[src/sv/sfr_pkg.sv]
// Shared types and constants for the serial frame receiver with additive checksum.
// Used by the controller, the datapath and the top level; depends on nothing.
`timescale 1ns / 1ps
`default_nettype none

package sfr_pkg;

  // Field widths fixed by the frame format
  localparam int BYTE_W  = 8;
  localparam int LEN_W   = 6;
  localparam int CFG_IDX_W = 3;

  // Configuration register indexes
  localparam logic [CFG_IDX_W-1:0] REG_FIRST_HEADER   = 3'd0;
  localparam logic [CFG_IDX_W-1:0] REG_SECOND_HEADER  = 3'd1;
  localparam logic [CFG_IDX_W-1:0] REG_FUNCTION_LIMIT = 3'd2;
  localparam logic [CFG_IDX_W-1:0] REG_LENGTH_LIMIT   = 3'd3;

  // Register reset values
  localparam logic [BYTE_W-1:0] FIRST_HEADER_RST   = 8'hAA;
  localparam logic [BYTE_W-1:0] SECOND_HEADER_RST  = 8'hAF;
  localparam logic [BYTE_W-1:0] FUNCTION_LIMIT_RST = 8'd240;
  localparam logic [LEN_W-1:0]  LENGTH_LIMIT_RST   = 6'd49;

  // Controller states: parse phases, then result emission
  typedef enum logic [3:0] {
    ST_HDR1,
    ST_HDR2,
    ST_FUNC,
    ST_LEN,
    ST_PAY,
    ST_SUM,
    ST_RD,
    ST_OUT,
    ST_FAIL
  } ctrl_state_t;

  // Commands from controller to datapath
  typedef struct packed {
    logic sum_load;    // start running sum with this byte
    logic sum_add;     // add this byte to running sum
    logic func_load;   // capture function byte
    logic len_load;    // capture length byte, load remaining count, clear write slot
    logic pay_write;   // store payload byte
    logic rd_clear;    // restart read pointer
    logic rd_issue;    // read payload store at read pointer
    logic rd_advance;  // step read pointer
    logic fail_sel;    // present checksum-failure result
  } dp_cmd_t;

  // Status from datapath to controller
  typedef struct packed {
    logic hdr1_hit;
    logic hdr2_hit;
    logic func_ok;
    logic len_ok;
    logic rem_zero;
    logic rem_one;
    logic sum_hit;
    logic rd_last;
  } dp_stat_t;

endpackage

`default_nettype wire

[src/sv/sfr_ram.sv]
// Generic single-write, single-read RAM with registered read data.
// Standalone; used for the payload store.
`timescale 1ns / 1ps
`default_nettype none

module sfr_ram #(
  parameter int WIDTH  = 8,
  parameter int DEPTH  = 64,
  parameter int ADDR_W = $clog2(DEPTH)
) (
  input  wire logic              clk,
  input  wire logic              wr_en,
  input  wire logic [ADDR_W-1:0] wr_addr,
  input  wire logic [WIDTH-1:0]  wr_data,
  input  wire logic              rd_en,
  input  wire logic [ADDR_W-1:0] rd_addr,
  output logic      [WIDTH-1:0]  rd_data
);

  logic [WIDTH-1:0] mem [DEPTH];

  // Write port
  always_ff @(posedge clk) begin
    if (wr_en) begin
      mem[wr_addr] <= wr_data;
    end
  end

  // Registered read; data holds while no read is issued
  always_ff @(posedge clk) begin
    if (rd_en) begin
      rd_data <= mem[rd_addr];
    end
  end

endmodule

`default_nettype wire

[src/sv/sfr_ctrl.sv]
// Controller state machine: frame parse phases and result emission sequencing.
// Depends on sfr_pkg for the state type and the command and status structs.
`timescale 1ns / 1ps
`default_nettype none

module sfr_ctrl (
  input  wire logic             clk,
  input  wire logic             rst_n,
  input  wire logic             in_valid,
  input  wire logic             out_ready,
  input  wire sfr_pkg::dp_stat_t stat,
  output logic                  in_ready,
  output logic                  out_valid,
  output sfr_pkg::dp_cmd_t      cmd
);

  sfr_pkg::ctrl_state_t state_r, state_nxt;

  // State register
  always_ff @(posedge clk) begin
    if (!rst_n) begin
      state_r <= sfr_pkg::ST_HDR1;
    end else begin
      state_r <= state_nxt;
    end
  end

  // Next state
  always_comb begin
    state_nxt = state_r;
    case (state_r)
      sfr_pkg::ST_HDR1: begin
        if (in_valid && stat.hdr1_hit) state_nxt = sfr_pkg::ST_HDR2;
      end
      sfr_pkg::ST_HDR2: begin
        if (in_valid) state_nxt = stat.hdr2_hit ? sfr_pkg::ST_FUNC : sfr_pkg::ST_HDR1;
      end
      sfr_pkg::ST_FUNC: begin
        if (in_valid) state_nxt = stat.func_ok ? sfr_pkg::ST_LEN : sfr_pkg::ST_HDR1;
      end
      sfr_pkg::ST_LEN: begin
        if (in_valid) state_nxt = stat.len_ok ? sfr_pkg::ST_PAY : sfr_pkg::ST_HDR1;
      end
      sfr_pkg::ST_PAY: begin
        if (in_valid) begin
          if (stat.rem_zero) state_nxt = sfr_pkg::ST_HDR1;
          else if (stat.rem_one) state_nxt = sfr_pkg::ST_SUM;
        end
      end
      sfr_pkg::ST_SUM: begin
        if (in_valid) state_nxt = stat.sum_hit ? sfr_pkg::ST_RD : sfr_pkg::ST_FAIL;
      end
      sfr_pkg::ST_RD: begin
        state_nxt = sfr_pkg::ST_OUT;
      end
      sfr_pkg::ST_OUT: begin
        if (out_ready) state_nxt = stat.rd_last ? sfr_pkg::ST_HDR1 : sfr_pkg::ST_RD;
      end
      sfr_pkg::ST_FAIL: begin
        if (out_ready) state_nxt = sfr_pkg::ST_HDR1;
      end
      default: state_nxt = sfr_pkg::ST_HDR1;
    endcase
  end

  // Outputs and datapath commands; ready is high in every parse state, so valid alone
  // marks an input beat there, and out_ready alone marks a result beat while offering
  always_comb begin
    in_ready  = 1'b0;
    out_valid = 1'b0;
    cmd       = '0;
    case (state_r)
      sfr_pkg::ST_HDR1: begin
        in_ready     = 1'b1;
        cmd.sum_load = in_valid && stat.hdr1_hit;
      end
      sfr_pkg::ST_HDR2: begin
        in_ready    = 1'b1;
        cmd.sum_add = in_valid && stat.hdr2_hit;
      end
      sfr_pkg::ST_FUNC: begin
        in_ready      = 1'b1;
        cmd.sum_add   = in_valid && stat.func_ok;
        cmd.func_load = in_valid && stat.func_ok;
      end
      sfr_pkg::ST_LEN: begin
        in_ready     = 1'b1;
        cmd.sum_add  = in_valid && stat.len_ok;
        cmd.len_load = in_valid && stat.len_ok;
      end
      sfr_pkg::ST_PAY: begin
        in_ready      = 1'b1;
        cmd.sum_add   = in_valid && !stat.rem_zero;
        cmd.pay_write = in_valid && !stat.rem_zero;
      end
      sfr_pkg::ST_SUM: begin
        in_ready     = 1'b1;
        cmd.rd_clear = in_valid && stat.sum_hit;
      end
      sfr_pkg::ST_RD: begin
        cmd.rd_issue = 1'b1;
      end
      sfr_pkg::ST_OUT: begin
        out_valid      = 1'b1;
        cmd.rd_advance = out_ready && !stat.rd_last;
      end
      sfr_pkg::ST_FAIL: begin
        out_valid    = 1'b1;
        cmd.fail_sel = 1'b1;
      end
      default: begin
        in_ready = 1'b0;
      end
    endcase
  end

endmodule

`default_nettype wire

[src/sv/sfr_dp.sv]
// Datapath: configuration registers, frame counters, running sum, payload store, results.
// Depends on sfr_pkg and sfr_ram.
`timescale 1ns / 1ps
`default_nettype none

module sfr_dp #(
  parameter int PAYLOAD_DEPTH = 64
) (
  input  wire logic                           clk,
  input  wire logic                           rst_n,
  input  wire logic                           cfg_fire,
  input  wire logic [sfr_pkg::CFG_IDX_W-1:0]  cfg_index,
  input  wire logic [sfr_pkg::BYTE_W-1:0]     cfg_data,
  input  wire logic [sfr_pkg::BYTE_W-1:0]     rx_byte,
  input  wire sfr_pkg::dp_cmd_t               cmd,
  output sfr_pkg::dp_stat_t                   stat,
  output logic                                res_status,
  output logic [sfr_pkg::BYTE_W-1:0]          res_function_code,
  output logic [sfr_pkg::LEN_W-1:0]           res_payload_length,
  output logic [sfr_pkg::LEN_W-1:0]           res_byte_index,
  output logic [sfr_pkg::BYTE_W-1:0]          res_payload_byte,
  output logic                                res_last
);

  localparam int ADDR_W = $clog2(PAYLOAD_DEPTH);
  localparam logic [ADDR_W-1:0] SLOT_MAX = ADDR_W'(PAYLOAD_DEPTH - 1);

  logic [sfr_pkg::BYTE_W-1:0] first_header_r, second_header_r, function_limit_r;
  logic [sfr_pkg::LEN_W-1:0]  length_limit_r;

  logic [sfr_pkg::BYTE_W-1:0] running_sum_r, running_sum_nxt;
  logic [sfr_pkg::BYTE_W-1:0] frame_function_r;
  logic [sfr_pkg::LEN_W-1:0]  frame_length_r;
  logic [sfr_pkg::LEN_W-1:0]  bytes_remaining_r, bytes_remaining_nxt;
  logic [ADDR_W-1:0]          wr_slot_r, wr_slot_nxt;
  logic [sfr_pkg::LEN_W-1:0]  rd_idx_r, rd_idx_nxt;
  logic [ADDR_W-1:0]          rd_slot_r, rd_slot_nxt;
  logic [sfr_pkg::BYTE_W-1:0] rd_data;
  logic                       run_last;

  // Configuration registers; unknown indexes are dropped
  always_ff @(posedge clk) begin
    if (!rst_n) begin
      first_header_r   <= sfr_pkg::FIRST_HEADER_RST;
      second_header_r  <= sfr_pkg::SECOND_HEADER_RST;
      function_limit_r <= sfr_pkg::FUNCTION_LIMIT_RST;
      length_limit_r   <= sfr_pkg::LENGTH_LIMIT_RST;
    end else if (cfg_fire) begin
      case (cfg_index)
        sfr_pkg::REG_FIRST_HEADER:   first_header_r   <= cfg_data;
        sfr_pkg::REG_SECOND_HEADER:  second_header_r  <= cfg_data;
        sfr_pkg::REG_FUNCTION_LIMIT: function_limit_r <= cfg_data;
        sfr_pkg::REG_LENGTH_LIMIT:   length_limit_r   <= cfg_data[sfr_pkg::LEN_W-1:0];
        default: ;
      endcase
    end
  end

  // Byte checks for the controller
  assign run_last      = (rd_idx_r + 1'b1) == frame_length_r;
  assign stat.hdr1_hit = rx_byte == first_header_r;
  assign stat.hdr2_hit = rx_byte == second_header_r;
  assign stat.func_ok  = rx_byte <= function_limit_r;
  assign stat.len_ok   = rx_byte <= {2'b00, length_limit_r};
  assign stat.rem_zero = bytes_remaining_r == '0;
  assign stat.rem_one  = bytes_remaining_r == sfr_pkg::LEN_W'(1);
  assign stat.sum_hit  = rx_byte == running_sum_r;
  assign stat.rd_last  = run_last;

  // Next values of sum, counters and pointers
  always_comb begin
    running_sum_nxt     = running_sum_r;
    bytes_remaining_nxt = bytes_remaining_r;
    wr_slot_nxt         = wr_slot_r;
    rd_idx_nxt          = rd_idx_r;
    rd_slot_nxt         = rd_slot_r;
    if (cmd.sum_load) running_sum_nxt = rx_byte;
    if (cmd.sum_add)  running_sum_nxt = running_sum_r + rx_byte;
    if (cmd.len_load) begin
      bytes_remaining_nxt = rx_byte[sfr_pkg::LEN_W-1:0];
      wr_slot_nxt         = '0;
    end
    if (cmd.pay_write) begin
      bytes_remaining_nxt = bytes_remaining_r - 1'b1;
      wr_slot_nxt         = (wr_slot_r == SLOT_MAX) ? '0 : wr_slot_r + 1'b1;
    end
    if (cmd.rd_clear) begin
      rd_idx_nxt  = '0;
      rd_slot_nxt = '0;
    end
    if (cmd.rd_advance) begin
      rd_idx_nxt  = rd_idx_r + 1'b1;
      rd_slot_nxt = (rd_slot_r == SLOT_MAX) ? '0 : rd_slot_r + 1'b1;
    end
  end

  // Frame state registers
  always_ff @(posedge clk) begin
    if (!rst_n) begin
      running_sum_r     <= '0;
      bytes_remaining_r <= '0;
      wr_slot_r         <= '0;
      rd_idx_r          <= '0;
      rd_slot_r         <= '0;
      frame_function_r  <= '0;
      frame_length_r    <= '0;
    end else begin
      running_sum_r     <= running_sum_nxt;
      bytes_remaining_r <= bytes_remaining_nxt;
      wr_slot_r         <= wr_slot_nxt;
      rd_idx_r          <= rd_idx_nxt;
      rd_slot_r         <= rd_slot_nxt;
      if (cmd.func_load) frame_function_r <= rx_byte;
      if (cmd.len_load)  frame_length_r   <= rx_byte[sfr_pkg::LEN_W-1:0];
    end
  end

  // Payload store
  sfr_ram #(
    .WIDTH (sfr_pkg::BYTE_W),
    .DEPTH (PAYLOAD_DEPTH),
    .ADDR_W(ADDR_W)
  ) u_store (
    .clk    (clk),
    .wr_en  (cmd.pay_write),
    .wr_addr(wr_slot_r),
    .wr_data(rx_byte),
    .rd_en  (cmd.rd_issue),
    .rd_addr(rd_slot_r),
    .rd_data(rd_data)
  );

  // Result fields; a failure result carries zero index and data
  assign res_status         = cmd.fail_sel;
  assign res_function_code  = frame_function_r;
  assign res_payload_length = frame_length_r;
  assign res_byte_index     = cmd.fail_sel ? '0 : rd_idx_r;
  assign res_payload_byte   = cmd.fail_sel ? '0 : rd_data;
  assign res_last           = cmd.fail_sel ? 1'b1 : run_last;

endmodule

`default_nettype wire

[src/sv/serial_frame_receiver_checksum.sv]
// Top level of the serial frame receiver: header, function, length, payload, checksum.
// Joins sfr_ctrl and sfr_dp; depends on sfr_pkg, sfr_ram, sfr_ctrl and sfr_dp.
//
//   Channel | Ports                                   | Beat
//   --------+-----------------------------------------+------------------------------
//   in      | in_valid, in_ready, in_rx_byte          | one received byte
//   out     | out_valid, out_ready, out_status, ...   | one payload byte or failure
//   cfg     | cfg_valid, cfg_ready, cfg_index, cfg_data | one register write
//
// An input byte is taken whenever in_valid is high in a parse state. After a good checksum,
// each payload result goes through a store read, then output, where it waits for out_ready;
// a failure result is offered straight from the failure state. The input is held off while
// results are emitted. cfg_ready is always high. Reset is synchronous; the payload store needs no clearing pass.
`timescale 1ns / 1ps
`default_nettype none

module serial_frame_receiver_checksum #(
  parameter int PAYLOAD_DEPTH = 64
) (
  input  wire logic                          clk,
  input  wire logic                          rst_n,
  input  wire logic                          in_valid,
  output logic                               in_ready,
  input  wire logic [sfr_pkg::BYTE_W-1:0]    in_rx_byte,
  output logic                               out_valid,
  input  wire logic                          out_ready,
  output logic                               out_status,
  output logic [sfr_pkg::BYTE_W-1:0]         out_function_code,
  output logic [sfr_pkg::LEN_W-1:0]          out_payload_length,
  output logic [sfr_pkg::LEN_W-1:0]          out_byte_index,
  output logic [sfr_pkg::BYTE_W-1:0]         out_payload_byte,
  output logic                               out_last,
  input  wire logic                          cfg_valid,
  output logic                               cfg_ready,
  input  wire logic [sfr_pkg::CFG_IDX_W-1:0] cfg_index,
  input  wire logic [sfr_pkg::BYTE_W-1:0]    cfg_data
);

  sfr_pkg::dp_cmd_t  cmd;
  sfr_pkg::dp_stat_t stat;

  // Take register writes at any time
  assign cfg_ready = 1'b1;

  sfr_ctrl u_ctrl (
    .clk      (clk),
    .rst_n    (rst_n),
    .in_valid (in_valid),
    .out_ready(out_ready),
    .stat     (stat),
    .in_ready (in_ready),
    .out_valid(out_valid),
    .cmd      (cmd)
  );

  sfr_dp #(
    .PAYLOAD_DEPTH(PAYLOAD_DEPTH)
  ) u_dp (
    .clk               (clk),
    .rst_n             (rst_n),
    .cfg_fire          (cfg_valid && cfg_ready),
    .cfg_index         (cfg_index),
    .cfg_data          (cfg_data),
    .rx_byte           (in_rx_byte),
    .cmd               (cmd),
    .stat              (stat),
    .res_status        (out_status),
    .res_function_code (out_function_code),
    .res_payload_length(out_payload_length),
    .res_byte_index    (out_byte_index),
    .res_payload_byte  (out_payload_byte),
    .res_last          (out_last)
  );

`ifndef SYNTHESIS
  // Input and output never open together
  a_excl: assert property (@(posedge clk) disable iff (!rst_n)
    !(in_ready && out_valid))
    else $error("input ready while a result is offered");

  // Parser resumes right after the final result
  a_resume: assert property (@(posedge clk) disable iff (!rst_n)
    (out_valid && out_ready && out_last) |=> in_ready)
    else $error("parser did not resume after final result");

  // Run continues after a non-final result
  a_run: assert property (@(posedge clk) disable iff (!rst_n)
    (out_valid && out_ready && !out_last) |=> !in_ready)
    else $error("input reopened in the middle of a run");

  // Failure result is a single final beat with zero index
  a_fail: assert property (@(posedge clk) disable iff (!rst_n)
    (out_valid && out_status) |-> (out_last && out_byte_index == '0))
    else $error("malformed checksum-failure result");

  // Payload index stays inside the frame
  a_index: assert property (@(posedge clk) disable iff (!rst_n)
    (out_valid && !out_status) |-> (out_byte_index < out_payload_length))
    else $error("payload index beyond frame length");
`endif

endmodule

`default_nettype wire

[config.mk]
export PLATFORM = sky130hd
export DESIGN_NAME = serial_frame_receiver_checksum
export DESIGN_NICKNAME = d
export VERILOG_FILES = /design/src/sv/sfr_pkg.sv /design/src/sv/sfr_ram.sv /design/src/sv/sfr_ctrl.sv /design/src/sv/sfr_dp.sv /design/src/sv/serial_frame_receiver_checksum.sv
export SDC_FILE = /design/constraint.sdc
export NUM_CORES = 1
export LEC_CHECK = 0
export BUFFER_PORTS_ARGS = -buffer_cell sky130_fd_sc_hd__buf_2
export CORE_MARGIN = 4
export CORE_UTILIZATION = 58
export CTS_BUF_LIST = sky130_fd_sc_hd__clkbuf_4
export DETAILED_ROUTE_END_ITERATION = 10
export PLACE_DENSITY = 0.81
export SLEW_MARGIN = 25
export SYNTH_ARGS = -nofsm -noshare
export SYNTH_HDL_FRONTEND = slang
export SYNTH_SLANG_ARGS = --single-unit
[constraint.sdc]
create_clock -name clk -period 2.7 [get_ports clk]
set_input_delay 0.27 -clock clk [delete_from_list [all_inputs] [get_ports clk]]
set_output_delay 0.27 -clock clk [all_outputs]
set_load 0.05 [all_outputs]
==> reports/qor.yml, run 1 <==
yosysSeqAreaShare_pct: 69.8
maxCapViolCount: 0
ant_nets: 0
grtUsageMet3_pct: 5.67
crit_required_ns: 2.43
avgRoutedWirePerCell_um: 24.4
grt-busiest-layer: "met2"
drtPass1Iterations: 6
synthDistinctLibCells: 67
ys.flop_type: "edfxtp_1"
grtUsageMet1_pct: 35.7
drc: 0
finalMaxSlewViolations: 0
relSlewSlack_pct: 46.4
multi_input_area_um2: 7150
layout-drive-gt1-share_pct: 32.9
grt_pass1_vias: 15651
final_cells: 2436
yosysMostFrequentCell: "edfxtp_1"
fin_crit_sh_pct: 109
start_util_pct: 58.7
crit_type: "register to primary output"
die_h_um: 214
io_buffers: 55
insertion_delay_ns: 0.90
gr-total-overflow: 0
track_usage_pct: 26.0
hold_violations: 0
core-area_um2: 42000
r2r_slack_ns: 0.04
worstSetupStartpointType: "register"
power.switching_mw: 4.15
p_sw_share_pct: 22.5
rows: 75
p_int_mw: 14.3
cts_sinks: 600
htree_levels: 4
cts_tree: "yes"
syn_area_um2: 24700
powerDensity_nw_per_um2: 637
synthTopCellsByArea: "edfxtp_1 (63%), mux4_2 (13%), dfxtp_1 (6.5%)"
seqPwrFrac_pct: 55.1
antenna_found_initial: 1
syn_inst: 1478
cts_made_buffers: 147
hold_path.class: "input pin to register"
p_total_mw: 18.5
fin_worst_skew_ns: 0.0809
use_met2_pct: 41.9
grt_first_pass_wirelength_um: 91400
arrival_ns: 2.67
synth_area_per_cell_um2: 16.7
status: "finished with violations"
root_buffer: "clkbuf_4"
grt_max_degree: 67
die_w_um: 214
wl_um: 59300
hold_depth: 5
power_frac_clock_pct: 39.7
die_area_um2: 45900
place.gp.congestion: 0.874
hpwl_um: 36500
reg2reg_depth: 16
synthTopCellsByCount: "edfxtp_1 (520), mux4_2 (144), nor2_1 (135)"
synth_edf_count: 520
finalSetupViolations: 1
fillers: 2583
worst_slack_ns: -0.243
path_clk_slew_ns: 0.07
syn_nets: 1529
synth-async-reset-ratio_pct: 0
r2r-start: "u_dp.rd_idx_r[0]"
io-pin-count: 57
nets: 1841
violations: "negative setup slack"
min-delay-start: "cfg_index[2]"
p_comb_share_pct: 5.1
clock_path_buffers: 3
worstSetupEndpointType: "primary output"
cp_max_fo: 6
drtIter0Drc: 1809
area_growth_pct: 17.5
yosys_register_bits: 600
p_leak_nw: 9.86
final.min_clock_period_ns: 2.94
placed_cells: 2125
worstMarginPinSlew_ns: 0.804
fin_setup_tns_ns: -0.243
rsz0062_at_grt: "true"
yosys_warnings: 0
synth_area_leader_cell: "edfxtp_1"
postPlaceCellArea_um2: 26500
avgViaCountPerCell: 6.23
finish.instance_area_um2: 29000
regArea_um2: 17200
vias: 15165
r2r_end: "u_dp.rd_slot_r[4]"
ir_drop_uv: 401
timing.hold.ws_ns: 0.191
synth_top_area_share_pct: 63.3
hold_end: "u_dp.length_limit_r[1]"
fmax_mhz: 340
## state kept, by name, summed over array words and instances, names as in the netlist, 8 cells and up
name,flops
u_dp.function_limit_r,8
u_dp.first_header_r,8
u_dp.res_function_code,8
u_dp.running_sum_r,8
u_dp.second_header_r,8
u_dp.u_store.rd_data,8
u_dp.u_store.mem,512
## logic make-up (layout without fill, tap and decap cells)
family	count (synthesis)	in the layout	synth area share [%]
AO/OA/AOI/OAI	150	150	3.87
XOR/XNOR	29	29	1.03
adder cells (fa/ha/maj)	27	27	1.40
buffers and inverters	105	523	1.74
flip-flops	600	600	69.8
multiplexers	199	199	15.4
other	1	2	0.0152
AND/OR/NAND/NOR	367	367	6.79
## worst max-delay path by stage
stage                            startpoint                       to  cells past startpoint  slack [ns]
after global routing       u_dp.rd_idx_r[0]                 out_last                      8       -0.34
after detailed placement   u_dp.rd_idx_r[0]        u_dp.rd_slot_r[4]                      8       -0.15
after global placement        in_rx_byte[6]         u_dp.rd_idx_r[5]                     10       -0.02
after CTS                  u_dp.rd_idx_r[0]                 out_last                      8       -0.25
after floorplan           u_dp.rd_slot_r[1]  u_dp.u_store.rd_data[0]                      6        0.10
final                      u_dp.rd_idx_r[0]                 out_last                      8       -0.24
## power by group through the flow
stage / Sequential (mW) / Combinational (mW) / Clock (mW)
after floorplan: 10.4 / 0.503 / 0
after global placement: 10.4 / 0.844 / 0
after detailed placement: 10.4 / 0.875 / 0
after CTS: 10.2 / 0.924 / 7.48
after global routing: 10.2 / 1.02 / 8.03
final: 10.2 / 0.950 / 7.34
## timing repair
item	4_1_cts	5_1_grt
pin swaps	4	2
setup buffers	13	9
hold endpoints to repair	111	0
hold buffers	33	0
endpoints found under the setup margin	27	77
gates resized for setup	31	12
## per-layer routing
layer | vias to the layer above | wire length (µm)
met1 | 7598 | 22600
met2 | 903 | 29300
met3 | 152 | 5590
met5 | - | 0
li1 | 6512 | -
met4 | 0 | 1810
## layout make-up
| cell class | count | area share, % |
|---|---|---|
| tap | 539 | 2.33 |
| clock inverter | 38 | 0.712 |
| clock buffer | 217 | 5.62 |
| timing repair buffer | 242 | 6.89 |
| sequential | 600 | 59.4 |
| inverter | 26 | 0.349 |
| multi-input combinational | 773 | 24.7 |
| antenna | 1 | 0.00863 |
## worst max-delay path, stage by stage, from the launching register on
cell,delay [ns]
dfxtp_2,0.36
buf_4,0.15
and3_1,0.19
nand3_2,0.13
xnor2_2,0.19
or4_4,0.45
buf_6,0.15
nand2_4,0.06
buf_8,0.14
## metrics by stage
stage,setup slack [ns],util (%)
2_1_floorplan,0.103,-
3_3_place_gp,-0.0202,63.0
3_5_place_dp,-0.149,63.0
4_1_cts,-0.249,68.7
5_1_grt,-0.336,69.0
6_report,-0.243,69.0
## cell usage in the layout, fill, tap and decap left out, types with 9 or more instances in the layout
| master | n |
|---|---|
| edfxtp_1 | 520 |
| clkbuf_4 | 217 |
| mux4_2 | 144 |
| buf_4 | 143 |
| nor2_1 | 133 |
| nand2_1 | 109 |
| dfxtp_1 | 68 |
| mux2i_1 | 53 |
| a21oi_1 | 49 |
| buf_2 | 47 |
| dlygate4sd3_1 | 33 |
| nand3_1 | 27 |
| inv_1 | 25 |
| nor2b_1 | 25 |
| ha_1 | 25 |
| clkinv_1 | 25 |
| o21ai_1 | 20 |
| buf_12 | 16 |
| xor2_1 | 14 |
| xnor2_1 | 13 |
| o21ai_0 | 12 |
| nand4_1 | 10 |
| o221ai_1 | 9 |
| o22ai_1 | 9 |
| dfxtp_2 | 9 |
No activity file was read; power rests on OpenSTA's default activity.
==> run 2, diff against run 1 <==
--- a/config.mk
+++ b/config.mk
@@ -7,10 +7,9 @@
 export LEC_CHECK = 0
 export BUFFER_PORTS_ARGS = -buffer_cell sky130_fd_sc_hd__buf_2
 export CORE_MARGIN = 4
-export CORE_UTILIZATION = 58
-export CTS_BUF_LIST = sky130_fd_sc_hd__clkbuf_4
+export CORE_UTILIZATION = 56
 export DETAILED_ROUTE_END_ITERATION = 10
-export PLACE_DENSITY = 0.81
+export PLACE_DENSITY = 0.78
 export SLEW_MARGIN = 25
 export SYNTH_ARGS = -nofsm -noshare
 export SYNTH_HDL_FRONTEND = slang
==> run 2 against run 1 <==
  * The run still ends with negative setup slack left
  * Sequential share of layout area grew 0.36 points
  * First-iteration DRC count decreased by 1.1%
  * Critical path depth decreased by 3
  * Total power grew 3.3%
  * Largest cell class unchanged
  * Largest power group unchanged
==> reports/qor.yml, run 2 (synthesized netlist as in run 1, its figures left out) <==
drtPass1Iterations: 5
avgViaCountPerCell: 6.31
io_buffers: 55
finish.instance_area_um2: 28800
r2r-start: "u_dp.rd_slot_r[0]"
avgRoutedWirePerCell_um: 26.8
p_int_mw: 15.0
cts_tree: "yes"
cp_max_fo: 10
gr-total-overflow: 0
die_area_um2: 47500
path_depth: 5
worstSetupEndpointType: "register"
hold_end: "u_dp.bytes_remaining_r[2]"
clock_path_buffers: 3
power_frac_clock_pct: 41.8
hpwl_um: 37600
start_util_pct: 56.9
hold_depth: 3
grtUsageMet3_pct: 4.85
powerDensity_nw_per_um2: 662
ir_drop_uv: 527
fillers: 2799
grt-busiest-layer: "met2"
antenna_found_initial: 4
cts_sinks: 600
relSlewSlack_pct: 42.6
grt_first_pass_wirelength_um: 92300
insertion_delay_ns: 0.63
cpMostUsedCell: "mux4_2"
cts_made_buffers: 57
worstMarginPinSlew_ns: 0.852
r2r_end: "u_dp.u_store.rd_data[3]"
root_buffer: "clkbuf_16"
final_core_util_pct: 66.5
die_h_um: 218
finalMaxSlewViolations: 0
track_usage_pct: 26.1
min-delay-start: "in_valid"
grt_pass1_vias: 14431
area_growth_pct: 16.8
n_antenna_cell: 0
postPlaceCellArea_um2: 26600
hold_violations: 0
final_cell_mix: "edfxtp_1 (520), mux4_2 (144), buf_4 (136)"
rows: 76
crit_chain: "buf_4 > buf_16 > mux4_2 > mux4_2 > mux4_2"
fmax_mhz: 370
r2r_slack_ns: -0.0006
cpPeakStageDelay_ns: 0.55
htree_levels: 2
wl_um: 61700
grtUsageMet1_pct: 35.3
layout-drive-gt1-share_pct: 27.1
mostFrequentLayoutCell: "edfxtp_1"
worst-path-buf-inv: 2
io-pin-count: 57
p_leak_nw: 9.59
hold_path.class: "input pin to register"
crit_required_ns: 3.04
cp_slowest_cell: "mux4_2"
p_comb_share_pct: 4.9
ant_nets: 0
finalSetupViolations: 1
timing.hold.ws_ns: 0.0657
path_clk_slew_ns: 0.06
die_w_um: 218
worstSetupStartpointType: "register"
rsz0062_at_grt: "true"
drtIter0Drc: 1789
status: "finished with violations"
maxCapViolCount: 0
p_sw_share_pct: 21.3
final.min_clock_period_ns: 2.70
crit_type: "register to register"
power.switching_mw: 4.06
place.gp.congestion: 0.838
largest-register: "u_dp.u_store.mem"
core-area_um2: 43400
largest_register_ffs: 512
worst_slack_ns: -0.000623
critical-path-top-delay-family: "multiplexers"
use_met2_pct: 43.5
fin_crit_sh_pct: 100
fin_setup_tns_ns: -0.000623
seqPwrFrac_pct: 53.3
fin_worst_skew_ns: 0.0257
drc: 0
reg2reg_depth: 5
arrival_ns: 3.05
grt_max_degree: 69
vias: 14555
violations: "negative setup slack"
nets: 1728
==> run 2: cell types whose count changed in the layout (fill, tap and decap cells not counted), sizes merged <==
| cell | before | now |
|---|---|---|
| clkbuf | 217 | 87 |
| dlygate4sd3 | 33 | 9 |
| clkinv | 28 | 10 |
| buf | 209 | 202 |
| bufinv | 2 | 5 |
| clkinvlp | 3 | 6 |
| inv | 31 | 28 |
| diode | 1 | 0 |
==> run 2: metal layers <==
metal  part of all wire, %  vias up
met5                 0.042        -
met4                   3.3        4
met3                   8.6      143
met2                    50      850
met1                    38     7378
li1                      -     6180
==> run 2: stage by stage <==
step           setup slack (ns)  power, mW  cells
2_1_floorplan             0.103       10.9   1478
3_5_place_dp            -0.0418       11.3   2181
5_1_grt                 -0.0802       19.7   2305
6_report              -0.000623       19.1   2305
4_1_cts                 0.00921       19.1   2295
3_3_place_gp            -0.0263       11.2   2181
==> run 2: cell type report <==
type | instances | area (µm²) | area share [%]
multi-input cells | 773 | 7080 | 24.5
well taps | 585 | 732 | 2.54
repair buffers | 219 | 1830 | 6.35
flip-flops and latches | 600 | 17200 | 59.8
clock buffers | 79 | 1590 | 5.51
clock inverters | 23 | 259 | 0.898
inverters | 26 | 101 | 0.352
==> run 2: repair_timing <==
item                                    CTS  global route
setup buffers                             2             7
endpoints found under the hold margin    33             0
hold buffers                              9             0
cloned                                    1             3
endpoints found under the setup margin    4            21
gates resized for setup                   9            20
pin swaps                                 1             1
==> run 2: worst max path at each step <==
stage	startpoint	to	slack [ns]
2_1_floorplan	u_dp.rd_slot_r[1]	u_dp.u_store.rd_data[0]	0.10
3_3_place_gp	in_rx_byte[2]	u_dp.rd_idx_r[4]	-0.03
3_5_place_dp	in_rx_byte[2]	u_dp.rd_slot_r[4]	-0.04
4_1_cts	u_dp.rd_idx_r[0]	out_last	0.009
5_1_grt	u_dp.rd_idx_r[3]	out_last	-0.08
6_report	u_dp.rd_slot_r[0]	u_dp.u_store.rd_data[3]	-0.0006
==> run 2: power by group through the flow <==
| stage | sequential [mW] | combinational, mW | clock [mW] |
|---|---|---|---|
| finish | 10.2 | 0.929 | 7.98 |
| global route | 10.2 | 1.01 | 8.51 |
| CTS | 10.2 | 0.911 | 8.06 |
| detailed placement | 10.4 | 0.889 | 0 |
| global placement | 10.4 | 0.859 | 0 |
| floorplan | 10.4 | 0.503 | 0 |
==> run 2: tightest hold or removal path, cell delays in order <==
cell,delay [ns]
buf_2,0.20
nand2_1,0.10
a21oi_1,0.06
==> run 3, diff against run 2 <==
--- a/config.mk
+++ b/config.mk
@@ -10,6 +10,7 @@
 export CORE_UTILIZATION = 56
 export DETAILED_ROUTE_END_ITERATION = 10
 export PLACE_DENSITY = 0.78
+export RECOVER_POWER = 100
 export SLEW_MARGIN = 25
 export SYNTH_ARGS = -nofsm -noshare
 export SYNTH_HDL_FRONTEND = slang
==> run 3 against run 2 <==
  * The flow finishes with violations (max-capacitance violations, max-slew violations, negative setup slack)
  * Die area is the same
  * Register-to-register slack is essentially flat
  * Total power shrank 0.13%
  * Clock skew shrank 0.0019 ns
  * Largest cell class unchanged
  * Global-route usage is the same
  * Final cell count is the same
==> reports/qor.yml, run 3 (synthesized netlist as in run 1, its figures left out) <==
p_int_mw: 15.0
largest_register_ffs: 512
place.gp.congestion: 0.838
dp_worst_setup_slack_ns: -0.0418
antenna_found_initial: 3
fmax_mhz: 369
nets: 1728
hpwl_um: 37600
relSlewSlack_pct: -62.6
finalMaxSlewViolations: 317
clock_path_buffers: 3
drtPass1Iterations: 5
cts_tree: "yes"
power.switching_mw: 4.05
final_cell_mix: "edfxtp_1 (520), mux4_2 (144), nor2_1 (135)"
largest-register: "u_dp.u_store.mem"
gr-total-overflow: 0
core-area_um2: 43400
fillers: 2880
rsz0062_at_grt: "true"
grt_max_degree: 69
worstMarginPinSlew_ns: 2.44
area_growth_pct: 15.7
io_buffers: 55
cts_sinks: 600
fin_setup_tns_ns: -0.0131
hold_path.class: "input pin to register"
fin_crit_sh_pct: 100
cp_max_fo: 10
crit_required_ns: 3.05
final.min_clock_period_ns: 2.71
root_buffer: "clkbuf_16"
worstSetupEndpointType: "register"
io-pin-count: 57
p_comb_share_pct: 4.7
grt_pass1_vias: 14431
start_util_pct: 56.9
cts_made_buffers: 57
die_area_um2: 47500
insertion_delay_ns: 0.63
p_leak_nw: 9.36
finalSetupViolations: 1
worst_slack_ns: -0.0131
worstSetupStartpointType: "register"
hold_violations: 0
ir_drop_uv: 550
wl_um: 61600
ant_nets: 0
path_clk_slew_ns: 0.06
mostFrequentLayoutCell: "edfxtp_1"
grt_first_pass_wirelength_um: 92300
final_cells: 2305
rows: 76
maxCapViolCount: 6
seqPwrFrac_pct: 53.4
powerDensity_nw_per_um2: 667
htree_levels: 2
power_frac_clock_pct: 41.9
p_sw_share_pct: 21.3
vias: 14552
status: "finished with violations"
drtIter0Drc: 1835
drc: 0
track_usage_pct: 26.1
crit_type: "register to register"
fin_worst_skew_ns: 0.0238
die_w_um: 218
placed_cells: 2181
arrival_ns: 3.06
layout-drive-gt1-share_pct: 24.0
n_antenna_cell: 0
avgViaCountPerCell: 6.31
die_h_um: 218
violations: "max-capacitance violations, max-slew violations, negative setup slack"
finish.instance_area_um2: 28600
postPlaceCellArea_um2: 26600
avgRoutedWirePerCell_um: 26.7
==> run 3: cell count changes in the layout (fill, tap and decap cells not counted), moves of 16 or more <==
cell      before  now
buf_4        136   44
clkbuf_1      14   64
clkbuf_2       0   45
buf_2         49   30
clkbuf_4       5   21
==> run 3: cell type report <==
| class | count | area [µm²] | area share (%) |
|---|---|---|---|
| Clock buffer | 79 | 1590 | 5.56 |
| Sequential cell | 600 | 17200 | 60.4 |
| Inverter | 26 | 101 | 0.355 |
| Clock inverter | 23 | 259 | 0.907 |
| Tap cell | 585 | 732 | 2.56 |
| Multi-Input combinational cell | 773 | 7060 | 24.7 |
| Timing Repair Buffer | 219 | 1580 | 5.52 |
==> run 3: repair_timing <==
action	CTS	global route
cloned	1	3
resized for setup	9	20
setup endpoints to repair	4	21
setup buffers	2	7
hold buffers	9	0
pin swaps	1	1
endpoints found under the hold margin	33	0
==> run 3: stage by stage <==
step           util (%)  hold WS [ns]  power [mW]
3_3_place_gp       61.3         0.447        11.2
3_5_place_dp       61.3         0.450        11.3
4_1_cts            66.0        0.0232        19.1
2_1_floorplan         -         0.369        10.9
5_1_grt            65.9        0.0668        19.7
6_report           65.9        0.0623        19.1
==> run 3: power by group through the flow <==
stage	Sequential (mW)	Combinational, mW	Clock (mW)
CTS	10.2	0.911	8.06
detailed placement	10.4	0.889	0
global placement	10.4	0.859	0
global route	10.2	0.977	8.51
finish	10.2	0.900	7.98
floorplan	10.4	0.503	0
==> run 3: final timing paths <==
check | start | endpoint | slack, ns | cells after the start
worst max-delay path | u_dp.rd_slot_r[0] | u_dp.u_store.rd_data[3] | -0.01 | 5
worst min-delay path | in_valid | u_dp.bytes_remaining_r[2] | 0.06 | 3
worst max register to register | u_dp.rd_slot_r[0] | u_dp.u_store.rd_data[3] | -0.01 | 5
worst min register to register | u_dp.function_limit_r[3] | u_dp.function_limit_r[3] | 0.46 | 2
==> run 3: layer usage <==
| layer | track usage, % | vias to the layer above | share of wire [%] |
|---|---|---|---|
| met1 | 35.3 | 7415 | 38 |
| met5 | 0 | - | 0.044 |
| met4 | 8.38 | 4 | 3.3 |
| met2 | 43.5 | 807 | 51 |
| li1 | - | 6191 | - |
| met3 | 4.85 | 135 | 8.2 |
==> run 3: worst max-delay path, stage by stage, from the launching register on <==
cell and delay [ns]:
dfxtp_4 0.49, clkbuf_2 0.20, buf_16 0.17, mux4_2 0.53
mux4_2 0.54, mux4_2 0.50
